### config.mk
export PLATFORM = sky130hd
export DESIGN_NAME = orr_merge
export DESIGN_NICKNAME = d
export VERILOG_FILES = /design/src/rtl/orr_pkg.sv /design/src/rtl/orr_merge.sv
export SDC_FILE = /design/constraint.sdc
export NUM_CORES = 2
export LEC_CHECK = 0
export BUFFER_PORTS_ARGS = -buffer_cell sky130_fd_sc_hd__buf_2
export CORE_AREA = 5 5 443 445
export CTS_CLUSTER_SIZE = 12
export DETAILED_ROUTE_END_ITERATION = 12
export DIE_AREA = 0 0 448 450
export GPL_TIMING_DRIVEN = 0
export HOLD_SLACK_MARGIN = 0.06
export PLACE_DENSITY = 0.53
export SYNTH_ARGS = -nofsm -noshare
export SYNTH_HDL_FRONTEND = slang
export SYNTH_SLANG_ARGS = --single-unit
### constraint.sdc
create_clock -name clk -period 10.86 [get_ports clk]
set_input_delay 1.629 -clock clk [delete_from_list [all_inputs] [get_ports clk]]
set_output_delay 1.629 -clock clk [all_outputs]
set_load 0.1 [all_outputs]
### src/rtl/orr_pkg.sv
package orr_pkg;

  localparam int COORD_BITS_DEF = 16;
  localparam int ANGLE_BITS_DEF = 12;
  // Start cycle to result strobe.
  localparam int LATENCY = 7;
  // Width of one Q14 sine or cosine magnitude (0 to 16384).
  localparam int TRIG_W = 15;

  localparam logic [1:0] QUAD_I   = 2'd0;
  localparam logic [1:0] QUAD_II  = 2'd1;
  localparam logic [1:0] QUAD_III = 2'd2;
  localparam logic [1:0] QUAD_IV  = 2'd3;

  localparam longint unsigned ONE_Q30     = 64'd1073741824;
  localparam longint unsigned HALF_PI_Q30 = 64'd1686629713;

  // Sign flags of one lane: A from its own edge, B from the other rectangle's edges.
  typedef struct packed {
    logic [3:0] a_neg;
    logic [3:0] a_zero;
    logic [3:0] b_neg;
    logic [3:0] b_zero;
  } lane_sgn_t;

  function automatic longint unsigned q30_mul(input longint unsigned a,
                                              input longint unsigned b);
    return (a * b) >> 30;
  endfunction

  function automatic longint unsigned q30_sub(input longint unsigned u);
    return (u > ONE_Q30) ? 64'd0 : ONE_Q30 - u;
  endfunction

  // Q14 {cos, sin} of a first-quadrant angle, Taylor series in Horner form.
  function automatic logic [2*TRIG_W-1:0] trig_entry(input int unsigned idx,
                                                     input int unsigned abits);
    longint unsigned r;
    longint unsigned x;
    longint unsigned x2;
    longint unsigned t;
    longint unsigned s;
    longint unsigned c;
    r  = (longint'(idx) << (16 - abits)) & 64'h3FFF;
    x  = (r * HALF_PI_Q30) >> 14;
    x2 = (x * x) >> 30;
    t  = ONE_Q30;
    t  = q30_sub(q30_mul(x2, t) / 110);
    t  = q30_sub(q30_mul(x2, t) / 72);
    t  = q30_sub(q30_mul(x2, t) / 42);
    t  = q30_sub(q30_mul(x2, t) / 20);
    t  = q30_sub(q30_mul(x2, t) / 6);
    s  = (((x * t) >> 30) + 64'd32768) >> 16;
    t  = ONE_Q30;
    t  = q30_sub(q30_mul(x2, t) / 132);
    t  = q30_sub(q30_mul(x2, t) / 90);
    t  = q30_sub(q30_mul(x2, t) / 56);
    t  = q30_sub(q30_mul(x2, t) / 30);
    t  = q30_sub(q30_mul(x2, t) / 12);
    t  = q30_sub(q30_mul(x2, t) / 2);
    c  = (t + 64'd32768) >> 16;
    return {c[TRIG_W-1:0], s[TRIG_W-1:0]};
  endfunction

endpackage

### src/rtl/orr_merge.sv
module orr_merge #(
  parameter int COORD_BITS = orr_pkg::COORD_BITS_DEF,
  localparam int PW = COORD_BITS + 18
) (
  input  logic                 clk,
  input  logic signed [PW-1:0] p_x [4],
  input  logic signed [PW-1:0] p_y [4],
  input  logic signed [PW-1:0] q_x [4],
  input  logic signed [PW-1:0] q_y [4],
  input  orr_pkg::lane_sgn_t   sgn [4],
  output logic                 hit
);
  import orr_pkg::*;

  // bounding boxes
  logic signed [PW-1:0] pxl_nxt, pxh_nxt, pyl_nxt, pyh_nxt;
  logic signed [PW-1:0] qxl_nxt, qxh_nxt, qyl_nxt, qyh_nxt;
  logic signed [PW-1:0] pxl_r, pxh_r, pyl_r, pyh_r;
  logic signed [PW-1:0] qxl_r, qxh_r, qyl_r, qyh_r;
  logic signed [PW-1:0] pxd_r [4];
  logic signed [PW-1:0] pyd_r [4];
  logic signed [PW-1:0] qxd_r [4];
  logic signed [PW-1:0] qyd_r [4];

  always_comb begin
    pxl_nxt = p_x[0];
    pxh_nxt = p_x[0];
    pyl_nxt = p_y[0];
    pyh_nxt = p_y[0];
    qxl_nxt = q_x[0];
    qxh_nxt = q_x[0];
    qyl_nxt = q_y[0];
    qyh_nxt = q_y[0];
    for (int k = 1; k < 4; k++) begin
      if (p_x[k] < pxl_nxt) pxl_nxt = p_x[k];
      if (p_x[k] > pxh_nxt) pxh_nxt = p_x[k];
      if (p_y[k] < pyl_nxt) pyl_nxt = p_y[k];
      if (p_y[k] > pyh_nxt) pyh_nxt = p_y[k];
      if (q_x[k] < qxl_nxt) qxl_nxt = q_x[k];
      if (q_x[k] > qxh_nxt) qxh_nxt = q_x[k];
      if (q_y[k] < qyl_nxt) qyl_nxt = q_y[k];
      if (q_y[k] > qyh_nxt) qyh_nxt = q_y[k];
    end
  end

  always_ff @(posedge clk) begin
    pxl_r <= pxl_nxt;
    pxh_r <= pxh_nxt;
    pyl_r <= pyl_nxt;
    pyh_r <= pyh_nxt;
    qxl_r <= qxl_nxt;
    qxh_r <= qxh_nxt;
    qyl_r <= qyl_nxt;
    qyh_r <= qyh_nxt;
    pxd_r <= p_x;
    pyd_r <= p_y;
    qxd_r <= q_x;
    qyd_r <= q_y;
  end

  // containment, inclusive bounds
  logic q_in_p_nxt, p_in_q_nxt;
  logic cont_a_r, cont_b_r;

  always_comb begin
    q_in_p_nxt = 1'b1;
    p_in_q_nxt = 1'b1;
    for (int k = 0; k < 4; k++) begin
      if (qxd_r[k] < pxl_r || qxd_r[k] > pxh_r || qyd_r[k] < pyl_r || qyd_r[k] > pyh_r)
        q_in_p_nxt = 1'b0;
      if (pxd_r[k] < qxl_r || pxd_r[k] > qxh_r || pyd_r[k] < qyl_r || pyd_r[k] > qyh_r)
        p_in_q_nxt = 1'b0;
    end
  end

  always_ff @(posedge clk) begin
    cont_a_r <= q_in_p_nxt || p_in_q_nxt;
    cont_b_r <= cont_a_r;
  end

  // edge pair i of first against j of second
  logic cross_any;
  logic side_a, side_b;

  always_comb begin
    cross_any = 1'b0;
    side_a    = 1'b0;
    side_b    = 1'b0;
    for (int i = 0; i < 4; i++) begin
      for (int j = 0; j < 4; j++) begin
        side_a = sgn[i].a_zero[j] || sgn[i].a_zero[(j + 1) % 4] ||
                 (sgn[i].a_neg[j] ^ sgn[i].a_neg[(j + 1) % 4]);
        side_b = sgn[i].b_zero[j] || sgn[(i + 1) % 4].b_zero[j] ||
                 (sgn[i].b_neg[j] ^ sgn[(i + 1) % 4].b_neg[j]);
        if (side_a && side_b) cross_any = 1'b1;
      end
    end
  end

  logic hit_r;

  always_ff @(posedge clk) begin
    hit_r <= cross_any || cont_b_r;
  end

  assign hit = hit_r;

endmodule

* Word-level counts from Yosys, hierarchy flattened *
Index checks and enable logic that the tools add are counted.

storage, ports and cells
  memories = 0
  bits in registers = 819
  RAM bits = 0
  bits in read-only memories = 0
  output and inout port bits = 1
  logic and storage cells = 269
  latch bits = 0

cells by class
  divide/modulo/power cells = 0
  multiply operators = 0
  $lt $le $gt $ge = 56
  add/sub/neg operators = 0
  shift-type cells = 0
  bitwise operators = 32
  reduce and logical (&&, ||, !) cells = 106
  muxes and demuxes = 48
  equality and inequality tests = 0

operators with widths
  cell               count
  $gt 34x34->1       28
  $lt 34x34->1       28
  $mux 34            24
  $logic_or 1x1->1   90
  $xor 1x1->1        32
  $mux 1             24
  $logic_and 1x1->1  16

* Depth between registers and ports, before layout *
  depth after elaboration = 20
  gate-level depth with buffers = 44
  mapped depth without buffers = 38

* Worst setup path after synthesis *
OpenSTA, ideal clock, no wires.

  kind = input to register
  start = input port q_x[121] (netlist name)
  end = register qxh_r[1]
  required time = 10.732 ns
  slack = 1.001 ns
  arrival = 9.731 ns
  stages = 42
  setup time = 0.128 ns
  path through = inv_1 -> ha_1 -> a21o_1 -> a21o_1 -> a21oi_1 -> o32ai_1 -> or3_1 -> nand3_1 -> and2_1 -> clkbuf_1 -> clkbuf_1 -> clkbuf_1 -> a21oi_1 -> ha_1 -> nand4_1 -> nor4_1 -> nand2_1 -> or3_1 -> [... 6 more ...] -> nor3_1 -> buf_2 -> mux2_2 -> ha_1 -> a21o_1 -> a21o_1 -> a211oi_1 -> o21ai_0 -> a221oi_1 -> o21ai_0 -> nand2b_1 -> a31oi_1 -> nor3_1 -> nor2_1 -> nor3_1 -> clkbuf_1 -> clkbuf_1 -> o21ai_0

on the way
  word-level cells in the longest chain between the ends = 6

ends and longest elaborated chain
  element                 RTL line         text
  start: declaration      orr_merge.sv:8   input logic signed [PW-1:0] q_x [4],
  $gt 34x34->1            orr_merge.sv:40  if (q_x[k] > qxh_nxt) qxh_nxt = q_x[k];
  $mux 34 *               orr_merge.sv:40
  $gt 34x34->1            orr_merge.sv:40
  $mux 34 *               orr_merge.sv:40
  $gt 34x34->1            orr_merge.sv:40
  $mux 34 *               orr_merge.sv:40
  via qxh_nxt[1]          orr_merge.sv:17  logic signed [PW-1:0] qxl_nxt, qxh_nxt, qyl_nxt, qyh_nxt;
  end signal: assignment  orr_merge.sv:52  qxh_r <= qxh_nxt;
  end: declaration        orr_merge.sv:19  logic signed [PW-1:0] qxl_r, qxh_r, qyl_r, qyh_r;

Mark *: on every way through the listed nets, which the timed path passes. The rest lies on a longest branch.

* Final worst setup path *
  start = input port q_x[129] (netlist name)
  end = register qxl_r[27]

on the way
  word-level cells in the longest chain between the ends = 6

ends and longest elaborated chain
  element                 RTL line         text
  $lt 34x34->1            orr_merge.sv:39  if (q_x[k] < qxl_nxt) qxl_nxt = q_x[k];
  $mux 34 *               orr_merge.sv:39
  $lt 34x34->1            orr_merge.sv:39
  $mux 34 *               orr_merge.sv:39
  $lt 34x34->1            orr_merge.sv:39
  $mux 34 *               orr_merge.sv:39
  via qxl_nxt[27]         orr_merge.sv:17
  end signal: assignment  orr_merge.sv:51  qxl_r <= qxl_nxt;
  end: declaration        orr_merge.sv:19

Marks and branches as above.

==> flow_metrics.tcl <==
set metrics [dict create \
    worst-endpoint-arrival_ps 11220 \
    multi_input_comb_area_sq_um 46900 \
    tritoncts.num_buffers 100 \
    clock_sink_count 819 \
    insertion_delay_ps 750 \
    synthFlopType "sky130_fd_sc_hd__dfxtp_1" \
    fmax_ghz 0.0940 \
    vias_per_cell 5.44 \
    timing.final.hold_violations 0 \
    timing.max_slew.rel_slack 0.160 \
    clkTransAtPathRegs_ps 60 \
    io_pins 610 \
    crit_path_start_kind "primary input" \
    max_cap_violations 0 \
    synth_edf_count 0 \
    y_dimension_of_the_die_um 450 \
    nets 10300 \
    yosysWarnings 0 \
    most-common-layout-cells "sky130_fd_sc_hd__ha_1, sky130_fd_sc_hd__inv_1, sky130_fd_sc_hd__dfxtp_1" \
    avgSynthCellArea_sq_um 9.25 \
    routed.top_layer "met5" \
    grt_start_max_net_pins 17 \
    area_of_the_core_sq_um 192000 \
    skew_ps 41.0 \
    timing.critical_path.slowest_stage_cell "sky130_fd_sc_hd__nor4_4" \
    post_drt_wl_per_cell_um 26.4 \
    final_count_of_negative_setup_slack_endpoints 0 \
    drv_slew 0 \
    via_count_of_the_first_global_routing_pass 56800 \
    layout-drive-gt1-share 0.137 \
    drt_first_pass_iters 5 \
    setup.worst_path.start "q_x[129]" \
    cpPeakStageDelay_ps 540 \
    grt_pass1_wl_mm 389 \
    result_of_the_run "complete, no violations" \
    finalWeightedCongestion 0.997 \
    netlist-cell-type-count 84 \
    worst_slew_pin_slew_ps 1250 \
    worstPathMaxFanout 10 \
    post-route-period-util 0.980 \
    ant_nets 0 \
    number_of_antenna_violations_at_the_first_check_in_global_routing 186 \
    power.static_leakage_nw 40.6 \
    holdWs_ps 334 \
    place.detailed.hpwl_mm 247 \
    routed_wl_mm 281 \
    regArea_sq_um 16400 \
    dpl.cell_count 10300 \
    n_fill_cell 19300 \
    totalNegativeSetupSlack_ps 0 \
    die_x_extent_um 448 \
    instances_no_fill 10600 \
    grtUsageTotal 0.267 \
    placement_rows 161 \
    library_cell_occupying_the_most_area_in_the_post_synthesis_netlist "sky130_fd_sc_hd__ha_1" \
    detailroute.wirelength.met2_mm 116 \
    finalWorstPathRequiredPeriod_ps 10640 \
    clock-root-buffer "sky130_fd_sc_hd__clkbuf_16" \
    worstSetupPathType "primary input to register" \
    synth.cell_area_sq_um 66600 \
    final_common_cell "sky130_fd_sc_hd__ha_1" \
    cts.htree.levels 3 \
    yosys_register_bits 819 \
    cp_data_required_time_ps 11440 \
    design_area_sq_um 77000 \
    min-delay-start "cont_a_r$_DFF_P_" \
    async_flop_share 0 \
    drt_iter0_drc 4372 \
    tritoncts "built" \
    placedInstanceArea_sq_um 72800 \
    synth.yosys.seq_area_share 0.246 \
    global_route.overflow_total 0 \
    synth.area.top_cells "sky130_fd_sc_hd__ha_1, sky130_fd_sc_hd__dfxtp_1, sky130_fd_sc_hd__mux2i_1" \
    synthCells 7200 \
    routedLengthMet1_mm 134 \
    synth_largest_type_area_fraction 0.326 \
    numPortBuffers 609 \
    syn-num-nets 9545 \
    wl_met3_mm 13.7 \
    holdCritPathClass "register to register" \
    cts_buffer_depth 3 \
    dieArea_sq_um 202000 \
    initial_core_utilization 0.347 \
    cp-end-kind "register" \
    power_per_cell_area_nw_per_um2 222 \
    remaining_drc_errors 0 \
    flow.area_growth_from_synthesis_pct 15.6 \
    max-vdd-ir-drop_mv 0.136 \
    rr_startpoint "qxh_r[3]$_DFF_P_" \
    total_power_mw 17.1 \
    via_count 57800 \
]
-- cell families after synthesis --
logic type,synth area share
fa+ha+maj,0.326
flops,0.246
simple gates,0.108
mux,0.0977
xor+xnor,0.00654
compound gates,0.162
buf+inv,0.0531
-- per-layer routing --
metal | track usage | vias to the layer above
met4 | 0.145 | 14
li1 | - | 28100
met2 | 0.394 | 1863
met3 | 0.0251 | 566
met5 | 0 | -
met1 | 0.381 | 27300
-- worst max-delay path: cells and delay by family --
family / cells / cell delay [ps]
and+or+nand+nor: 14 / 3950
buffers and inverters: 7 / 1590
AOI/OAI and AO/OA: 7 / 1450
muxes: 3 / 1200
adders and majority gates: 3 / 1060
xor gates and xnor gates: 1 / 330
-- timing repair --
item                       in CTS  in global routing
resized for setup              81                 77
setup endpoints to repair     269                250
hold buffers                    0                  0
buffers inserted                6                  6
pin swaps                       5                  4
-- where the power goes --
part           internal (mW)  switching (mW)  leakage, nW
clock network           2.06            1.45         1.64
logic                   3.67            6.05         32.0
registers               3.60           0.270         6.91
-- cells in the mapped netlist (33+ instances only) --
cell / count
sky130_fd_sc_hd__ha_1: 1736
sky130_fd_sc_hd__clkbuf_1: 70
sky130_fd_sc_hd__nand2_1: 176
sky130_fd_sc_hd__mux2_2: 179
sky130_fd_sc_hd__nand2b_1: 111
sky130_fd_sc_hd__nor3_1: 105
sky130_fd_sc_hd__nand4_1: 340
sky130_fd_sc_hd__a21oi_1: 513
sky130_fd_sc_hd__xor2_1: 36
sky130_fd_sc_hd__a21o_1: 541
sky130_fd_sc_hd__nor2_1: 246
sky130_fd_sc_hd__dfxtp_1: 819
sky130_fd_sc_hd__mux2i_1: 441
sky130_fd_sc_hd__inv_1: 819
sky130_fd_sc_hd__o21a_1: 36
sky130_fd_sc_hd__a221oi_1: 33
sky130_fd_sc_hd__o211ai_1: 33
sky130_fd_sc_hd__o21ai_0: 346
sky130_fd_sc_hd__o21ai_1: 35
sky130_fd_sc_hd__nand3_1: 66
sky130_fd_sc_hd__nor2b_1: 160
sky130_fd_sc_hd__a211oi_1: 35
-- metrics by stage --
step / setup WS, ps / utilization
5_1_grt: -17.0 / 0.401
6_report: 221 / 0.401
2_1_floorplan: 1000 / -
3_5_place_dp: -3260 / 0.380
4_1_cts: 9.07 / 0.399
3_3_place_gp: -3240 / 0.380
-- sequential cells by signal, summed over array words and instances, names as in the netlist --
signal and cells:
pxh_r 34, qxd_r 136, pyl_r 34, pxl_r 34, pxd_r 136, qxl_r 34, pyh_r 34, qxh_r 34
cont_a_r 1, pyd_r 136, qyl_r 34, hit 1, qyd_r 136, cont_b_r 1, qyh_r 34
-- worst paths after layout --
check / to / slack (ps) / cells after the start
setup / recovery: qxl_r[27]$_DFF_P_ / 220 / 35
hold / removal: cont_b_r$_DFF_P_ / 330 / 0
setup reg to reg: cont_a_r$_DFF_P_ / 6140 / 16
hold reg to reg: cont_b_r$_DFF_P_ / 330 / 0
-- final cells by class --
| cell class | count | area share |
|---|---|---|
| tap | 2526 | 0.0411 |
| buffer | 106 | 0.00748 |
| sequential | 819 | 0.213 |
| timing repair buffer | 623 | 0.0409 |
| inverter | 819 | 0.0399 |
| antenna | 115 | 0.00374 |
| clock buffer | 132 | 0.0359 |
| clock inverter | 42 | 0.00780 |
| multi-input combinational | 5454 | 0.610 |
Note: power is estimated with default switching activity, not from simulation.
